$ cat src/rtl/hrhs_pkg.sv
`default_nettype none

package hrhs_pkg;

    // Sizes
    localparam int TYPE_MAX      = 63;
    localparam int POSITION_BITS = 16;
    localparam int TYPE_ADDR_W   = $clog2(TYPE_MAX);
    localparam int TYPE_CNT_W    = $clog2(TYPE_MAX + 1);

    // One input beat
    typedef struct packed {
        logic [7:0] data_byte;
        logic       last_byte;
    } byte_beat_t;

    // One result beat
    typedef struct packed {
        logic signed [15:0] status_code;
        logic signed [31:0] content_length;
        logic               body_found;
        logic [15:0]        body_offset;
        logic [5:0]         type_length;
        logic [7:0]         type_char;
        logic [5:0]         type_char_index;
        logic               too_long;
        logic               last_result;
    } result_beat_t;

endpackage

`default_nettype wire

$ cat src/rtl/http_response_header_scanner.sv
`default_nettype none

// Channel   Handshake                     Payload
// byte      byte_valid / byte_ready       byte_data  (hrhs_pkg::byte_beat_t)
// result    result_valid / result_ready   result     (hrhs_pkg::result_beat_t)
//
// Each byte beat updates all header state in the cycle in which it is accepted.
// After the beat marked last, one result beat per captured Content-Type byte
// (at least one) is issued at one per cycle, while the output is not stalled, from the
// 63-entry type memory, through a registered read stage and the output register.
// byte_ready is low while those reads are being issued, so a response holds off
// input after its last byte until the read of its last type byte has been issued.
// rst_n clears all control state asynchronously; the type memory is not cleared.
// A stalled result holds in the output register while the read stage fills behind it.

module http_response_header_scanner (
    input  wire                   clk,
    input  wire                   rst_n,
    input  wire                   byte_valid,
    output logic                  byte_ready,
    input  hrhs_pkg::byte_beat_t  byte_data,
    output logic                  result_valid,
    input  wire                   result_ready,
    output hrhs_pkg::result_beat_t result
);

    localparam int POS_W = hrhs_pkg::POSITION_BITS;
    localparam int CNT_W = hrhs_pkg::TYPE_CNT_W;
    localparam int ADR_W = hrhs_pkg::TYPE_ADDR_W;

    localparam logic [POS_W-1:0] POS_TOP = {POS_W{1'b1}};
    localparam logic [30:0]      LEN_TOP = {31{1'b1}};
    localparam logic [7:0] CH_SP = 8'd32;
    localparam logic [7:0] CH_CR = 8'd13;
    localparam logic [7:0] CH_LF = 8'd10;
    localparam logic [7:0] CH_0  = 8'd48;
    localparam logic [7:0] CH_9  = 8'd57;
    localparam logic [4:0] TYPE_NAME_LEN = 5'd13;
    localparam logic [4:0] LEN_NAME_LEN  = 5'd15;
    localparam logic [4:0] COL_TOP = 5'd31;

    typedef enum logic [3:0] {
        PH_SEEK_SPACE = 4'b0001,
        PH_IN_LINE    = 4'b0010,
        PH_LINE_START = 4'b0100,
        PH_DONE       = 4'b1000
    } phase_t;

    typedef enum logic [4:0] {
        VM_IDLE        = 5'b00001,
        VM_TYPE_SPACES = 5'b00010,
        VM_TYPE_COPY   = 5'b00100,
        VM_LEN_SPACES  = 5'b01000,
        VM_LEN_DIGITS  = 5'b10000
    } vmode_t;

    // Header name bytes: bit 1 of idx picks Length, bit 0 picks all-lowercase
    function automatic logic [7:0] name_char(input logic [1:0] idx, input logic [4:0] col);
        logic [7:0] c;
        c = 8'h00;
        case (col)
            5'd0:  c = "c";
            5'd1:  c = "o";
            5'd2:  c = "n";
            5'd3:  c = "t";
            5'd4:  c = "e";
            5'd5:  c = "n";
            5'd6:  c = "t";
            5'd7:  c = "-";
            5'd8:  c = idx[1] ? "l" : "t";
            5'd9:  c = idx[1] ? "e" : "y";
            5'd10: c = idx[1] ? "n" : "p";
            5'd11: c = idx[1] ? "g" : "e";
            5'd12: c = idx[1] ? "t" : ":";
            5'd13: c = idx[1] ? "h" : 8'h00;
            5'd14: c = idx[1] ? ":" : 8'h00;
            default: c = 8'h00;
        endcase
        // exact-case names capitalize each word
        if (!idx[0] && (col == 5'd0 || col == 5'd8))
            c = c - 8'd32;
        return c;
    endfunction

    function automatic logic [4:0] name_len(input logic [1:0] idx);
        return idx[1] ? LEN_NAME_LEN : TYPE_NAME_LEN;
    endfunction

    // Scan state
    logic [POS_W-1:0] pos_reg, pos_next;
    phase_t           phase_reg, phase_next;
    logic [15:0]      status_reg, status_next;
    logic [1:0]       seen_reg, seen_next;
    logic [4:0]       col_reg, col_next;
    logic [3:0]       cand_reg, cand_next;
    vmode_t           vm_reg, vm_next;
    logic [31:0]      len_reg, len_next;
    logic [30:0]      acc_reg, acc_next;
    logic [CNT_W-1:0] tc_reg, tc_next;
    logic [23:0]      recent_reg, recent_next;
    logic             crlf_found_reg, crlf_found_next;
    logic [POS_W-1:0] crlf_off_reg, crlf_off_next;
    logic             lf_found_reg, lf_found_next;
    logic [POS_W-1:0] lf_off_reg, lf_off_next;
    logic             ovf_reg, ovf_next;

    // Emit sequencer and output pipeline
    logic                   em_pend_reg;
    logic [ADR_W-1:0]       em_idx_reg;
    logic [CNT_W-1:0]       em_n_reg;
    hrhs_pkg::result_beat_t em_sum_reg;
    hrhs_pkg::result_beat_t summary;
    logic                   rd_valid_reg;
    hrhs_pkg::result_beat_t rd_meta_reg;
    logic [7:0]             rd_char_reg;
    logic                   out_valid_reg;
    hrhs_pkg::result_beat_t out_reg;

    logic [7:0] type_mem [hrhs_pkg::TYPE_MAX];

    logic             byte_fire;
    logic             issue;
    logic             rd_move;
    logic             wr_en;
    logic [ADR_W-1:0] wr_addr;
    logic [7:0]       b;
    logic [15:0]      diff;
    logic [15:0]      diff_x10;
    logic [15:0]      diff_x100;

    assign b          = byte_data.data_byte;
    assign byte_ready = !em_pend_reg;
    assign byte_fire  = byte_valid && byte_ready;

    // status digit terms, weight by shift-add
    assign diff      = {8'b0, b} - {8'b0, CH_0};
    assign diff_x10  = (diff << 3) + (diff << 1);
    assign diff_x100 = (diff << 6) + (diff << 5) + (diff << 2);

    // Per-byte scan
    always_comb
    begin
        logic [3:0]  keep;
        logic        name_end;
        logic [34:0] acc_mul;
        logic [15:0] term;

        keep     = '0;
        name_end = 1'b0;
        acc_mul  = '0;
        term     = '0;

        pos_next        = pos_reg;
        phase_next      = phase_reg;
        status_next     = status_reg;
        seen_next       = seen_reg;
        col_next        = col_reg;
        cand_next       = cand_reg;
        vm_next         = vm_reg;
        len_next        = len_reg;
        acc_next        = acc_reg;
        tc_next         = tc_reg;
        recent_next     = recent_reg;
        crlf_found_next = crlf_found_reg;
        crlf_off_next   = crlf_off_reg;
        lf_found_next   = lf_found_reg;
        lf_off_next     = lf_off_reg;
        ovf_next        = ovf_reg;
        wr_en           = 1'b0;
        wr_addr         = '0;
        summary         = '0;

        if (byte_fire)
        begin
            // three status digits after the first space
            if (phase_reg != PH_SEEK_SPACE && seen_reg != 2'd3)
            begin
                case (seen_reg)
                    2'd0:    term = diff_x100;
                    2'd1:    term = diff_x10;
                    default: term = diff;
                endcase
                status_next = status_reg + term;
                seen_next   = seen_reg + 2'd1;
            end

            // header lines
            if (phase_reg == PH_SEEK_SPACE)
            begin
                if (b == CH_SP)
                    phase_next = PH_IN_LINE;
            end
            else if (phase_reg == PH_DONE)
            begin
                phase_next = PH_DONE;
            end
            else if (phase_reg == PH_LINE_START && (b == CH_CR || b == CH_LF))
            begin
                phase_next = PH_DONE;
            end
            else
            begin
                if (phase_reg == PH_LINE_START)
                begin
                    phase_next = PH_IN_LINE;
                    cand_next  = 4'hF;
                    col_next   = '0;
                    vm_next    = VM_IDLE;
                end

                // name match at the line head
                if (cand_next != 4'h0)
                begin
                    for (int i = 0; i < 4; i++)
                    begin
                        if (cand_next[i])
                        begin
                            if (col_next < name_len(2'(i)))
                            begin
                                if (b == name_char(2'(i), col_next))
                                    keep[i] = 1'b1;
                            end
                            else if (col_next == name_len(2'(i)))
                            begin
                                name_end = 1'b1;
                            end
                        end
                    end
                    if (name_end)
                    begin
                        keep = '0;
                        if (col_next == TYPE_NAME_LEN)
                        begin
                            tc_next = '0;
                            vm_next = VM_TYPE_SPACES;
                        end
                        else
                        begin
                            acc_next = '0;
                            len_next = '0;
                            vm_next  = VM_LEN_SPACES;
                        end
                    end
                    cand_next = keep;
                    if (col_next < COL_TOP)
                        col_next = col_next + 5'd1;
                end

                // header value
                if (vm_next == VM_TYPE_SPACES && b != CH_SP)
                    vm_next = VM_TYPE_COPY;
                if (vm_next == VM_LEN_SPACES && b != CH_SP)
                    vm_next = VM_LEN_DIGITS;
                if (vm_next == VM_TYPE_COPY)
                begin
                    if (b == CH_CR || b == CH_LF || tc_next >= CNT_W'(hrhs_pkg::TYPE_MAX))
                    begin
                        vm_next = VM_IDLE;
                    end
                    else
                    begin
                        wr_en   = 1'b1;
                        wr_addr = tc_next[ADR_W-1:0];
                        tc_next = tc_next + 1'b1;
                    end
                end
                else if (vm_next == VM_LEN_DIGITS)
                begin
                    if (b >= CH_0 && b <= CH_9)
                    begin
                        acc_mul  = ({4'b0, acc_next} << 3) + ({4'b0, acc_next} << 1)
                                 + {27'b0, b - CH_0};
                        acc_next = (acc_mul > {4'b0, LEN_TOP}) ? LEN_TOP : acc_mul[30:0];
                        len_next = {1'b0, acc_next};
                    end
                    else
                    begin
                        vm_next = VM_IDLE;
                    end
                end

                if (b == CH_LF)
                begin
                    phase_next = PH_LINE_START;
                    cand_next  = '0;
                    vm_next    = VM_IDLE;
                end
            end

            // byte count and header end search
            if (pos_reg == POS_TOP)
                ovf_next = 1'b1;
            else
                pos_next = pos_reg + 1'b1;
            if (!ovf_next)
            begin
                if (!crlf_found_reg && recent_reg == 24'h0D0A0D && b == CH_LF)
                begin
                    crlf_found_next = 1'b1;
                    crlf_off_next   = pos_next;
                end
                if (!lf_found_reg && recent_reg[7:0] == CH_LF && b == CH_LF)
                begin
                    lf_found_next = 1'b1;
                    lf_off_next   = pos_next;
                end
            end
            recent_next = {recent_reg[15:0], b};

            // response summary and state clear on the last beat
            if (byte_data.last_byte)
            begin
                summary.status_code    = (seen_next == 2'd3) ? status_next : '0;
                summary.content_length = len_next;
                summary.type_length    = 6'(tc_next);
                summary.too_long       = ovf_next;
                if (crlf_found_next)
                begin
                    if (ovf_next || crlf_off_next < pos_next)
                    begin
                        summary.body_found  = 1'b1;
                        summary.body_offset = 16'(crlf_off_next);
                    end
                end
                else if (lf_found_next)
                begin
                    if (ovf_next || lf_off_next < pos_next)
                    begin
                        summary.body_found  = 1'b1;
                        summary.body_offset = 16'(lf_off_next);
                    end
                end

                pos_next        = '0;
                phase_next      = PH_SEEK_SPACE;
                status_next     = '0;
                seen_next       = '0;
                col_next        = '0;
                cand_next       = '0;
                vm_next         = VM_IDLE;
                len_next        = '1;
                acc_next        = '0;
                tc_next         = '0;
                recent_next     = '0;
                crlf_found_next = 1'b0;
                crlf_off_next   = '0;
                lf_found_next   = 1'b0;
                lf_off_next     = '0;
                ovf_next        = 1'b0;
            end
        end
    end

    // Scan state registers
    always_ff @(posedge clk or negedge rst_n)
    begin
        if (!rst_n)
        begin
            pos_reg        <= '0;
            phase_reg      <= PH_SEEK_SPACE;
            status_reg     <= '0;
            seen_reg       <= '0;
            col_reg        <= '0;
            cand_reg       <= '0;
            vm_reg         <= VM_IDLE;
            len_reg        <= '1;
            acc_reg        <= '0;
            tc_reg         <= '0;
            recent_reg     <= '0;
            crlf_found_reg <= 1'b0;
            crlf_off_reg   <= '0;
            lf_found_reg   <= 1'b0;
            lf_off_reg     <= '0;
            ovf_reg        <= 1'b0;
        end
        else
        begin
            pos_reg        <= pos_next;
            phase_reg      <= phase_next;
            status_reg     <= status_next;
            seen_reg       <= seen_next;
            col_reg        <= col_next;
            cand_reg       <= cand_next;
            vm_reg         <= vm_next;
            len_reg        <= len_next;
            acc_reg        <= acc_next;
            tc_reg         <= tc_next;
            recent_reg     <= recent_next;
            crlf_found_reg <= crlf_found_next;
            crlf_off_reg   <= crlf_off_next;
            lf_found_reg   <= lf_found_next;
            lf_off_reg     <= lf_off_next;
            ovf_reg        <= ovf_next;
        end
    end

    // Output pipeline moves
    assign rd_move = rd_valid_reg && (!out_valid_reg || result_ready);
    assign issue   = em_pend_reg && (!rd_valid_reg || rd_move);

    // Type byte memory: written by the scan, read by the emit sequencer
    always_ff @(posedge clk)
    begin
        if (wr_en)
            type_mem[wr_addr] <= b;
        if (issue)
            rd_char_reg <= type_mem[em_idx_reg];
    end

    // Emit sequencer control
    always_ff @(posedge clk or negedge rst_n)
    begin
        if (!rst_n)
        begin
            em_pend_reg <= 1'b0;
            em_idx_reg  <= '0;
        end
        else if (byte_fire && byte_data.last_byte)
        begin
            em_pend_reg <= 1'b1;
            em_idx_reg  <= '0;
        end
        else if (issue)
        begin
            if (CNT_W'(em_idx_reg) + 1'b1 >= em_n_reg)
            begin
                em_pend_reg <= 1'b0;
                em_idx_reg  <= '0;
            end
            else
            begin
                em_idx_reg <= em_idx_reg + 1'b1;
            end
        end
    end

    // Response summary snapshot
    always_ff @(posedge clk)
    begin
        if (byte_fire && byte_data.last_byte)
        begin
            em_sum_reg <= summary;
            em_n_reg   <= (summary.type_length == '0) ? CNT_W'(1) : CNT_W'(summary.type_length);
        end
    end

    // Read stage beat fields
    always_ff @(posedge clk)
    begin
        if (issue)
        begin
            rd_meta_reg                 <= em_sum_reg;
            rd_meta_reg.type_char_index <= 6'(em_idx_reg);
            rd_meta_reg.last_result     <= (CNT_W'(em_idx_reg) + 1'b1 >= em_n_reg);
        end
    end

    // Output register beat fields
    always_ff @(posedge clk)
    begin
        if (rd_move)
        begin
            out_reg           <= rd_meta_reg;
            out_reg.type_char <= (rd_meta_reg.type_length == '0) ? 8'h00 : rd_char_reg;
        end
    end

    // Pipeline valid flags
    always_ff @(posedge clk or negedge rst_n)
    begin
        if (!rst_n)
        begin
            rd_valid_reg  <= 1'b0;
            out_valid_reg <= 1'b0;
        end
        else
        begin
            if (issue)
                rd_valid_reg <= 1'b1;
            else if (rd_move)
                rd_valid_reg <= 1'b0;
            if (rd_move)
                out_valid_reg <= 1'b1;
            else if (result_ready)
                out_valid_reg <= 1'b0;
        end
    end

    assign result_valid = out_valid_reg;
    assign result       = out_reg;

endmodule

`default_nettype wire

$ cat config.mk
export PLATFORM = sky130hd
export DESIGN_NAME = http_response_header_scanner
export DESIGN_NICKNAME = d
export VERILOG_FILES = /design/src/rtl/hrhs_pkg.sv /design/src/rtl/http_response_header_scanner.sv
export SDC_FILE = /design/constraint.sdc
export NUM_CORES = 1
export LEC_CHECK = 0
export ABC_AREA = 0
export ABC_CLOCK_PERIOD_IN_PS = 13900
export BUFFER_PORTS_ARGS = -buffer_cell sky130_fd_sc_hd__buf_2
export CORE_ASPECT_RATIO = 1.25
export CORE_MARGIN = 8
export CORE_UTILIZATION = 50
export DETAILED_ROUTE_END_ITERATION = 7
export MAX_ROUTING_LAYER = met4
export PLACE_DENSITY = 0.72
export SYNTH_ARGS = -nofsm -noshare
export SYNTH_HDL_FRONTEND = slang
export SYNTH_SLANG_ARGS = --single-unit
$ cat constraint.sdc
create_clock -name clk -period 13.9 [get_ports clk]
set_clock_uncertainty 0.15 [all_clocks]
set_input_delay 2.78 -clock clk [delete_from_list [all_inputs] [get_ports clk]]
set_output_delay 2.78 -clock clk [all_outputs]
set_load 0.005 [all_outputs]
==> results of run 1 <==
[per-stage QoR]
| step | area, µm² | total power (µW) | setup WS (ns) | hold WS [ns] |
|---|---|---|---|---|
| after floorplan | 42900 | 4960 | 5.84 | 0.250 |
| after global placement | 44500 | 5620 | 5.19 | 0.251 |
| after detailed placement | 44500 | 5660 | 5.06 | 0.255 |
| after CTS | 47400 | 8090 | 5.76 | 0.268 |
| after global routing | 47400 | 8380 | 5.24 | 0.268 |
| final | 47400 | 8020 | 5.73 | 0.265 |
[critical path, cell delays in order]
cell,delay [ns]
buf_2,0.67
buf_4,0.40
clkinv_1,0.24
ha_1,0.54
inv_1,0.09
fa_1,0.49
inv_1,0.07
ha_1,0.29
a21o_1,0.18
a21oi_1,0.21
xnor2_1,0.09
a221o_1,0.35
ha_1,0.34
or3_1,0.35
o21ai_0,0.08
a21oi_1,0.10
a41oi_1,0.35
nor2_1,0.08
or3b_2,0.49
xnor2_1,0.15
nor2_1,0.05
[placed cells by master (no fill, tap or decap), types with 45 or more instances in the layout]
master and instances:
mux2i_1 115, nand2_1 276, a221o_1 92, o21ai_0 138, o22ai_1 51, a21oi_1 162
nor2_1 161, clkbuf_16 93, buf_2 100, xnor2_1 55, buf_4 45, nor2b_1 53
ha_1 156, inv_1 87, mux4_2 80, edfxtp_1 756, dfrtp_1 153, o221ai_1 54
[cell type report]
cell class,instances,area (µm²)
Tap cell,1098,1370
Antenna cell,1,2.50
Inverter,91,344
Clock inverter,48,467
Fill cell,6761,37800
Multi-Input combinational cell,1889,14400
Timing Repair Buffer,147,872
Sequential cell,945,27500
Clock buffer,124,2470
[worst paths after layout]
check | cells past startpoint | slack, ns | end | start
worst min register to register | 0 | 0.27 | result[23] | rd_meta_reg[23]
worst min-delay path | 0 | 0.27 | result[23] | rd_meta_reg[23]
worst max register to register | 24 | 5.95 | acc_reg[5] | phase_reg[0]
worst max-delay path | 21 | 5.73 | em_sum_reg[86] | byte_data[6]
max in group asynchronous | 2 | 10.27 | acc_reg[25] | rst_n
min in group asynchronous | 1 | 1.99 | status_reg[8] | rst_n
[cells by family (layout without fill, tap and decap cells)]
logic type	after synthesis	in the layout
DFF	945	945
and+or+nand+nor	738	738
AOI/OAI and AO/OA	696	696
buffers and inverters	255	410
muxes	203	203
adders and majority gates	166	166
xor gates and xnor gates	86	86
other	0	1
[metal layers]
metal	share of wire [%]	up-vias	global-route usage [%]	routed length [µm]
met3	5.3	112	2.12	5180
met2	52	795	36.0	50300
met5	0	-	-	0
met4	2.2	0	5.95	2150
li1	-	12100	-	-
met1	41	13200	26.0	39800
[power groups by stage]
| stage | combinational (µW) | clock [µW] | sequential (µW) |
|---|---|---|---|
| 6_report | 1990 | 2430 | 3600 |
| 5_1_grt | 2170 | 2580 | 3630 |
| 4_1_cts | 2010 | 2470 | 3610 |
| 3_5_place_dp | 2000 | 0 | 3660 |
| 3_3_place_gp | 1970 | 0 | 3660 |
| 2_1_floorplan | 1360 | 0 | 3610 |
==> metrics.md, run 1 <==
| Metric | Value |
|---|---|
| Status | finished clean |
| Cts repair resizes | 0 |
| Die ar. | around 95000 µm² |
| Crit path required time | about 14 ns |
| Antenna Violating Nets Remaining | 0 |
| First-pass GRT wire length | ~150000 µm |
| Worst slew margin | a little over a fifth |
| Most frequent cell after synthesis | edfxtp_1 |
| Synth Area in Simple Gates | 8.40% |
| Worst skew pair latency | roughly 0.65 ns |
| Top cells by count, synth | edfxtp_1, nand2_1, a21oi_1, nor2_1, ha_1 |
| Final period util | 58.8% |
| Yosys warning total | 0 |
| Worst path arrival time | approximately 8.4 ns |
| Final Wtd Congestion | around 0.88 |
| Syn_area_per_cell | 13.9 µm² |
| Dpl cells | between 4000 and 5000 |
| I/O Pins | between 100 and 150 |
| Via count of the routed design | about 26000 |
| Die W | around 280 µm |
| Final setup viols | 0 |
| Asr flop ratio synth | between 20% and 30% |
| Gr ovfl total | 0 |
| Compound-cell area share of the yosys netlist | 11.3% |
| Num CTS Buffers | 93 |
| Synth area leader | edfxtp_1 |
| Syn_nets | roughly 3300 |
| Nets | roughly 3300 |
| Post-Synth XOR/XNOR Area | approximately 1.8% |
| Slew Limit Fails | 0 |
| Layout Utilization | 55.6% |
| P&R area growth vs syn | 10.7% |
| Layout cell share with drive strength beyond 1 | roughly 14% |
| VDD IR-drop max | ~0.19 mV |
| Clock sink count | about 950 |
| PortBufs | 101 |
| TritonRoute pass-1 iters | 5 |
| EDFF count, synth | between 700 and 800 |
| Clk buf depth | 3 |
| Synthesized cell area | between 40000 and 50000 µm² |
| CTS tree | built |
| CTS clock-pin slew for the worst setup and hold paths | 0.06 ns |
| Post-synth top area share | between 50% and 60% |
| Post-DP HPWL | ~63000 µm |
| Sequential share of power | 44.9% |
| Element type at the critical path end | flip-flop |
| Startpoint Class | input port |
| Row cnt | 120 |
| Largest family of logic cells by synthesized area | compound AO/OA/AOI/OAI gates |
| Pwr/cell area | roughly 170 nW/µm² |
| Peak Freq | 122 MHz |
| Drt total wl | 97500 µm |
| Root Driver | clkbuf_16 |
| Initial DRC count | between 2000 and 2500 |
| Unique masters post-synth | 99 |
| Max FFs per register | 504 |
| Yosys reg bits | 945 |
| Die Y | between 300 and 400 µm |
| Final hold viol count | 0 |
| Leakage power | ~0.018 µW |
| Worst-margin pin slew | between 1 and 1.5 ns |
| Post-CTS setup repair buffer count | 0 |
| Post-Synthesis Cells | around 3000 |
| Finished Layout Cells | approximately 4300 |
| Cell internal pwr | about 5600 µW |
| Vias/cell | between 6 and 7 |
| Crit Path Class | input port to flip-flop |
| # H-tree levels | 3 |
| CORE AREA | 85300 µm² |
| Wire per inst | about 22 µm |
| Vias in the first global route | 26000 |
| Post-synthesis mux area share | just over 7% |
| Largest net degree at the start of global routing | roughly 130 |
| Cts hold-fix bufs | 0 |
| Initial antenna violation count | 2 |
| CP Max Fanout | 52 |
| Post-route minimum period | 8.17 ns |
| Logic gate share of total power | 24.8% |
| Synth area leaders | edfxtp_1, dfrtp_1, ha_1 |
| Hold crit path type | flip-flop to flip-flop |
| Initial core utilization | between 50% and 60% |
| Clk pwr share | a little under a third |
| RSZ-0062 raised after global routing | no |
| Max_cap viols | 0 |
| Switching pwr | approximately 2400 µW |
| Gr usage total | 20.8% |
| Ys flop type | edfxtp_1 |
| Switch share | between 30 and 40% |
| DRC viols | 0 |
| Sequential-to-total area share from yosys stat | 64.1% |
| Setup tns final | 0 ns |
| Adder-Cell Fraction of Synth Area | ~5.0% |
No activity file was read; power rests on OpenSTA's default activity.
==> inputs of run 2 (changes only) <==
Settings changed: ABC_CLOCK_PERIOD_IN_PS 13900 to 7300, PLACE_DENSITY 0.72 to 0.75.
Clock period 13.9 ns to 7.3 ns, I/O delays scaled along.
==> run 2 against run 1 <==
Compared with the run above: register-to-register slack got worse by 5.5 ns; largest power group unchanged; critical endpoint is now em_sum_reg[55]; sequential share of layout area is 0.27 points lower; largest cell class unchanged; sequential power grew 92%.
==> metrics.md, run 2 (synthesized netlist as in run 1, its figures left out) <==
| Metric | Value |
|---|---|
| Status | finished clean |
| Largest net degree at the start of global routing | 75 (-43%) |
| DRC viols | 0 (unchanged) |
| Die Y | 343 µm (unchanged) |
| RSZ-0062 raised after global routing | no |
| Element type at the critical path end | flip-flop |
| CP Max Fanout | 24 (-54%) |
| Antenna Violating Nets Remaining | 0 (unchanged) |
| Gr usage total | 21.2% (+0.43 points) |
| Layout Utilization | 55.9% (+0.26 points) |
| I/O Pins | 102 (unchanged) |
| Slew Limit Fails | 0 (unchanged) |
| Peak Freq | between 100 and 150 MHz |
| Worst path arrival time | 7.06 ns (-1.35 ns) |
| Wire per inst | 22.8 µm (+1.8%) |
| Commonest cells after routing, fill and taps aside | edfxtp_1, nand2_1, a21oi_1, nor2_1, ha_1 |
| PortBufs | 101 (unchanged) |
| Final setup viols | 0 (unchanged) |
| Cts hold-fix bufs | 0 (unchanged) |
| P&R area growth vs syn | 11.2% |
| Cell repeated most along the worst path | ha_1 |
| Post-route minimum period | just under 7 ns |
| Clock sink count | 945 (unchanged) |
| Num CTS Buffers | 90 (-3.2%) |
| CTS tree | built |
| Max_cap viols | 0 (unchanged) |
| Worst slew margin | 24.9% (+3.2 points) |
| Setup tns final | 0 ns (unchanged) |
| Initial antenna violation count | 4 (+2) |
| Nets | 3353 (+0.21%) |
| Die W | 278 µm (unchanged) |
| Dpl cells | 4180 (+0.24%) |
| Crit Path Class | flip-flop to flip-flop |
| CORE AREA | 85300 µm² (unchanged) |
| Initial DRC count | 2329 (+0.17%) |
| Layout cell share with drive strength beyond 1 | 15.0% (+0.75 points) |
| Post-DP HPWL | 64600 µm (+2.3%) |
| Worst-margin pin slew | 1.13 ns (-0.0481 ns) |
| Hold crit path type | flip-flop to flip-flop |
| Final hold viol count | 0 (unchanged) |
| # H-tree levels | 3 (unchanged) |
| Root Driver | clkbuf_16 |
| Drt total wl | 99300 µm (+1.9%) |
| Most common cell after layout, fill and taps aside | edfxtp_1 |
| Finished Layout Cells | 4347 (+0.092%) |
| Initial core utilization | 50.3% (unchanged) |
| Vias/cell | 6.06 (+0.70%) |
| VDD IR-drop max | 0.298 mV (+59%) |
| Gr ovfl total | 0 (unchanged) |
| Final period util | 93.2% |
| CP cell instances | or4b_1 > nand2_1 > inv_1 > ha_1 > nand3_1 > nor2_1 > ha_1 > o21ai_1 > and4bb_4 > nor2b_1 > ha_1 > xor2_1 > inv_1 > ha_1 > a211oi_1 > o21ai_0 > and4_1 > a2111oi_0 > o21ai_1 > a31o_2 > xnor2_1 > a21oi_4 > a221o_1 |
| Max FFs per register | 504 (unchanged) |
| Final Wtd Congestion | 0.893 (+2.1%) |
| CTS clock-pin slew for the worst setup and hold paths | 0.07 ns (about the same) |
| Die ar. | 95400 µm² (unchanged) |
| Worst path max stage delay | 0.63 ns (-0.04 ns) |
| Vias in the first global route | 26300 (+0.87%) |
| Leakage power | 0.0179 µW (+0.77%) |
| TritonRoute pass-1 iters | 8 (+3) |
| First-pass GRT wire length | 154000 µm (+1.3%) |
| Worst skew pair latency | 0.67 ns (+0.02 ns) |
| Startpoint Class | flip-flop |
| Crit path required time | 7.56 ns (-6.58 ns) |
| Pwr/cell area | 323 nW/µm² (+91%) |
| Worst-path cell with the longest stage delay | or4b_1 |
| Clk buf depth | 3 (unchanged) |
| Via count of the routed design | 26300 (+0.80%) |
| Row cnt | 120 (unchanged) |
run 2: cell types whose count changed in the layout (fill, tap and decap cells not counted), moves of 2 or more:
cell,change
inv_16,+2
clkbuf_1,-15
buf_4,+11
clkinv_8,-3
clkinv_16,+2
inv_6,-2
clkinv_1,-6
clkinv_4,+2
bufinv_16,+4
clkbuf_16,-2
clkbuf_8,+5
clkinv_2,+6
run 2: worst paths after layout:
path                                startpoint              end  slack (ns)  cells past startpoint
worst min-delay path            em_sum_reg[29]  rd_meta_reg[29]        0.26                      0
min in group asynchronous                rst_n    status_reg[9]        0.61                      1
worst max register to register    phase_reg[1]   em_sum_reg[55]        0.50                     23
worst min register to register  em_sum_reg[29]  rd_meta_reg[29]        0.26                      0
worst max-delay path              phase_reg[1]   em_sum_reg[55]        0.50                     23
max in group asynchronous                rst_n      acc_reg[27]        4.92                      2
run 2: report_power, final:
part	switching (µW)	internal (µW)	leakage, µW
Clock	2070	2760	0.00149
Sequential	371	6540	0.00942
Combinational	2200	1460	0.00701
Total	4640	10800	0.0179
run 2: final cells by class:
class / count / area (µm²)
flip-flops and latches: 945 / 27500
repair buffers: 157 / 935
well taps: 1098 / 1370
diodes: 1 / 2.50
multi-input cells: 1889 / 14400
clock inverters: 54 / 658
fillers: 6675 / 37600
inverters: 91 / 344
clock buffers: 112 / 2440
run 2: per-layer routing:
layer	vias to the layer above	track usage, %	wire length [µm]
li1	12100	-	-
met1	13200	25.9	40000
met2	867	36.2	50600
met3	171	3.09	5710
met4	0	7.24	2980
met5	-	-	0
run 2: critical path: cells and delay by family, from the launching register on:
| kind | cells | cell delay (ns) |
|---|---|---|
| AND/OR/NAND/NOR | 7 | 1.69 |
| buffers and inverters | 2 | 0.17 |
| AO/OA/AOI/OAI | 8 | 2.35 |
| XOR/XNOR | 2 | 0.60 |
| adder cells (fa/ha/maj) | 4 | 1.08 |
| flip-flops | 1 | 0.50 |
run 2: repair_timing:
| item | in CTS | in global routing |
|---|---|---|
| endpoints found under the setup margin | 0 | 24 |
| buffers inserted | 0 | 0 |
| resized for setup | 0 | 1 |
run 2: through the flow:
stage / hold slack (ns) / area (µm²) / power (µW) / setup slack [ns]
final: 0.260 / 47700 / 15400 / 0.497
after global routing: 0.266 / 47700 / 16100 / 0.0195
after CTS: 0.257 / 47700 / 15500 / 0.240
after detailed placement: 0.255 / 44600 / 10700 / 0.293
after global placement: 0.251 / 44600 / 10600 / 0.516
after floorplan: 0.250 / 42900 / 9450 / 0.562
==> inputs of run 3 (changes only) <==
Settings changed: ABC_CLOCK_PERIOD_IN_PS 7300 to 6600, CORE_MARGIN 8 to unset, CTS_BUF_LIST set to sky130_fd_sc_hd__clkbuf_8, PLACE_DENSITY 0.75 to 0.72.
Clock period 7.3 ns to 6.6 ns, I/O delays scaled along.
==> run 3 against run 2 <==
Compared with the run above: via count grew 1.5%; register-to-register slack worse by 0.096 ns; die area fell by 8.9%; final cell count up 3.2%; critical path depth up 1; wire length grew 1.3%; highest routed layer unchanged; critical endpoint is now em_sum_reg[42].
==> metrics.md, run 3 (synthesized netlist as in run 1, its figures left out) <==
| Metric | Value |
|---|---|
| Status | finished clean |
| VDD IR-drop max | 0.265 mV (-11%) |
| First-pass GRT wire length | 154000 µm (about the same) |
| Pwr/cell area | 347 nW/µm² (+7.4%) |
| DRC viols | 0 (unchanged) |
| Drt total wl | 101000 µm (+1.3%) |
| Hold crit path type | flip-flop to flip-flop |
| Gr usage total | 24.0% (+2.8 points) |
| Wire per inst | 22.4 µm (-1.8%) |
| Row cnt | 119 (-0.83%) |
| Layout cell share with drive strength beyond 1 | 17.2% (+2.3 points) |
| CTS clock-pin slew for the worst setup and hold paths | 0.06 ns (about the same) |
| Worst path max stage delay | 0.63 ns (about the same) |
| I/O Pins | 102 (unchanged) |
| Antenna Violating Nets Remaining | 0 (unchanged) |
| CORE AREA | 84600 µm² (-0.83%) |
| Clock sink count | 945 (unchanged) |
| Cell area after layout | 47800 µm² (+0.30%) |
| TritonRoute pass-1 iters | 6 (-2) |
| Place WS | -0.00543 ns (-0.298 ns) |
| Worst-path cell with the longest stage delay | or4b_1 |
| Initial antenna violation count | 4 (unchanged) |
| Die ar. | 86900 µm² (-8.9%) |
| Initial core utilization | 50.7% (+0.42 points) |
| CP cell instances | or4b_1 > nand2_1 > inv_1 > ha_1 > nand3_1 > nor2_1 > ha_1 > o21ai_1 > and4bb_4 > nor2b_1 > ha_1 > xor2_1 > inv_1 > ha_1 > a211oi_1 > o21ai_1 > and4_1 > a2111oi_1 > o21ai_1 > a31o_2 > xnor2_2 > a21oi_4 > buf_4 > a221o_1 |
| Via count of the routed design | 26700 (+1.5%) |
| Commonest cells after routing, fill and taps aside | edfxtp_1, nand2_1, a21oi_1, nor2_1, ha_1 |
| Die W | 264 µm (-5.0%) |
| Vias in the first global route | 26600 (+1.4%) |
| Gr ovfl total | 0 (unchanged) |
| RSZ-0062 raised after global routing | no |
| Max_cap viols | 0 (unchanged) |
| Slew Limit Fails | 0 (unchanged) |
| Post-route minimum period | 6.20 ns (-0.604 ns) |
| Final Wtd Congestion | 0.897 (+0.44%) |
| Worst skew pair latency | 0.82 ns (+0.15 ns) |
| Num CTS Buffers | 146 (+62%) |
| Worst-margin pin slew | 1.17 ns (+0.0413 ns) |
| Element type at the critical path end | flip-flop |
| Max FFs per register | 504 (unchanged) |
| Leakage power | 0.0183 µW (+2.1%) |
| Clk buf depth | 3 (unchanged) |
| WHS Path Cells | 0 (unchanged) |
| P&R area growth vs syn | 11.5% |
| Final period util | 93.9% (+0.73 points) |
| Worst slew margin | 22.2% (-2.8 points) |
| Setup tns final | 0 ns (unchanged) |
| DP Area | 44900 µm² (+0.71%) |
| Post-DP HPWL | 65400 µm (+1.2%) |
| Final worst slack | 0.401 ns (-0.0961 ns) |
| Peak Freq | 161 MHz (+9.7%) |
| Register-to-Register Path Depth | 24 (+4.3%) |
| # H-tree levels | 4 (+1) |
| Cell repeated most along the worst path | ha_1 |
| CTS tree | built |
| Most common cell after layout, fill and taps aside | edfxtp_1 |
| Largest net degree at the start of global routing | 97 (+29%) |
| Fillers | 6756 (+1.2%) |
| Crit Path Class | flip-flop to flip-flop |
| Final hold viol count | 0 (unchanged) |
| CP Max Fanout | 14 (-42%) |
| Startpoint Class | flip-flop |
| Layout Utilization | 56.5% (+0.64 points) |
| Nets | 3452 (+3.0%) |
| PortBufs | 101 (unchanged) |
| Initial DRC count | 2393 (+2.7%) |
| Worst path arrival time | 6.59 ns (-0.47 ns) |
| Die Y | 329 µm (-4.1%) |
| Final setup viols | 0 (unchanged) |
| Crit path required time | 6.99 ns (-0.57 ns) |
| Vias/cell | 5.96 (-1.6%) |
| Root Driver | clkbuf_8 |
[run 3: cell count changes in the layout (fill, tap and decap cells not counted), sizes merged]
cell	previous run	this run
buf	156	199
diode	1	3
clkinvlp	8	4
clkinv	33	47
bufinv	10	7
inv	94	146
clkbuf	113	155
[run 3: area by class of cell]
| cell class | instances | area, µm² | share of cell area, % |
|---|---|---|---|
| clock buffers | 154 | 2120 | 4.43 |
| repair buffers | 200 | 1270 | 2.66 |
| multi-input cells | 1889 | 14500 | 30.2 |
| flip-flops and latches | 945 | 27500 | 57.5 |
| inverters | 91 | 344 | 0.720 |
| diodes | 3 | 7.51 | 0.0157 |
| well taps | 1089 | 1360 | 2.85 |
| clock inverters | 113 | 763 | 1.60 |
[run 3: worst paths after layout]
path / to / startpoint / slack (ns)
max: em_sum_reg[42] / phase_reg[0] / 0.40
min: rd_meta_reg[64] / em_sum_reg[64] / 0.26
max reg2reg: em_sum_reg[42] / phase_reg[0] / 0.40
min reg2reg: rd_meta_reg[64] / em_sum_reg[64] / 0.26
max in group asynchronous: em_idx_reg[1] / rst_n / 4.54
min in group asynchronous: status_reg[7] / rst_n / 0.32
[run 3: timing repair]
action / CTS / global route
setup endpoints to repair: 0 / 38
gates resized for setup: 0 / 6
hold buffers: 0 / 0
setup buffers: 0 / 1
[run 3: critical path: cells and delay by family, from the launching register on]
family,cells,cell delay (ns)
fa+ha+maj,4,0.99
simple gates,7,1.58
buf+inv,3,0.40
flops,1,0.38
compound gates,8,1.90
xor+xnor,2,0.53
[run 3: power breakdown]
part	leakage [µW]	switching [µW]	internal, µW	total (µW)
Clock	0.00164	2320	2480	4800
Sequential	0.00942	351	7240	7590
Combinational	0.00723	2540	1660	4200
Total	0.0183	5210	11400	16600
[run 3: layer usage]
layer	up-vias	track usage [%]	routed length [µm]
met1	13300	29.1	40300
li1	12300	-	-
met4	0	9.58	3290
met5	-	-	0
met2	905	40.2	50900
met3	189	3.95	6130
[run 3: stage by stage]
| stage | instances | hold slack [ns] | total power, µW |
|---|---|---|---|
| 2_1_floorplan | 3089 | 0.250 | 10500 |
| 3_3_place_gp | 4213 | 0.251 | 11900 |
| 3_5_place_dp | 4213 | 0.255 | 11900 |
| 4_1_cts | 4480 | 0.264 | 16700 |
| 5_1_grt | 4483 | 0.271 | 17400 |
| 6_report | 4484 | 0.263 | 16600 |
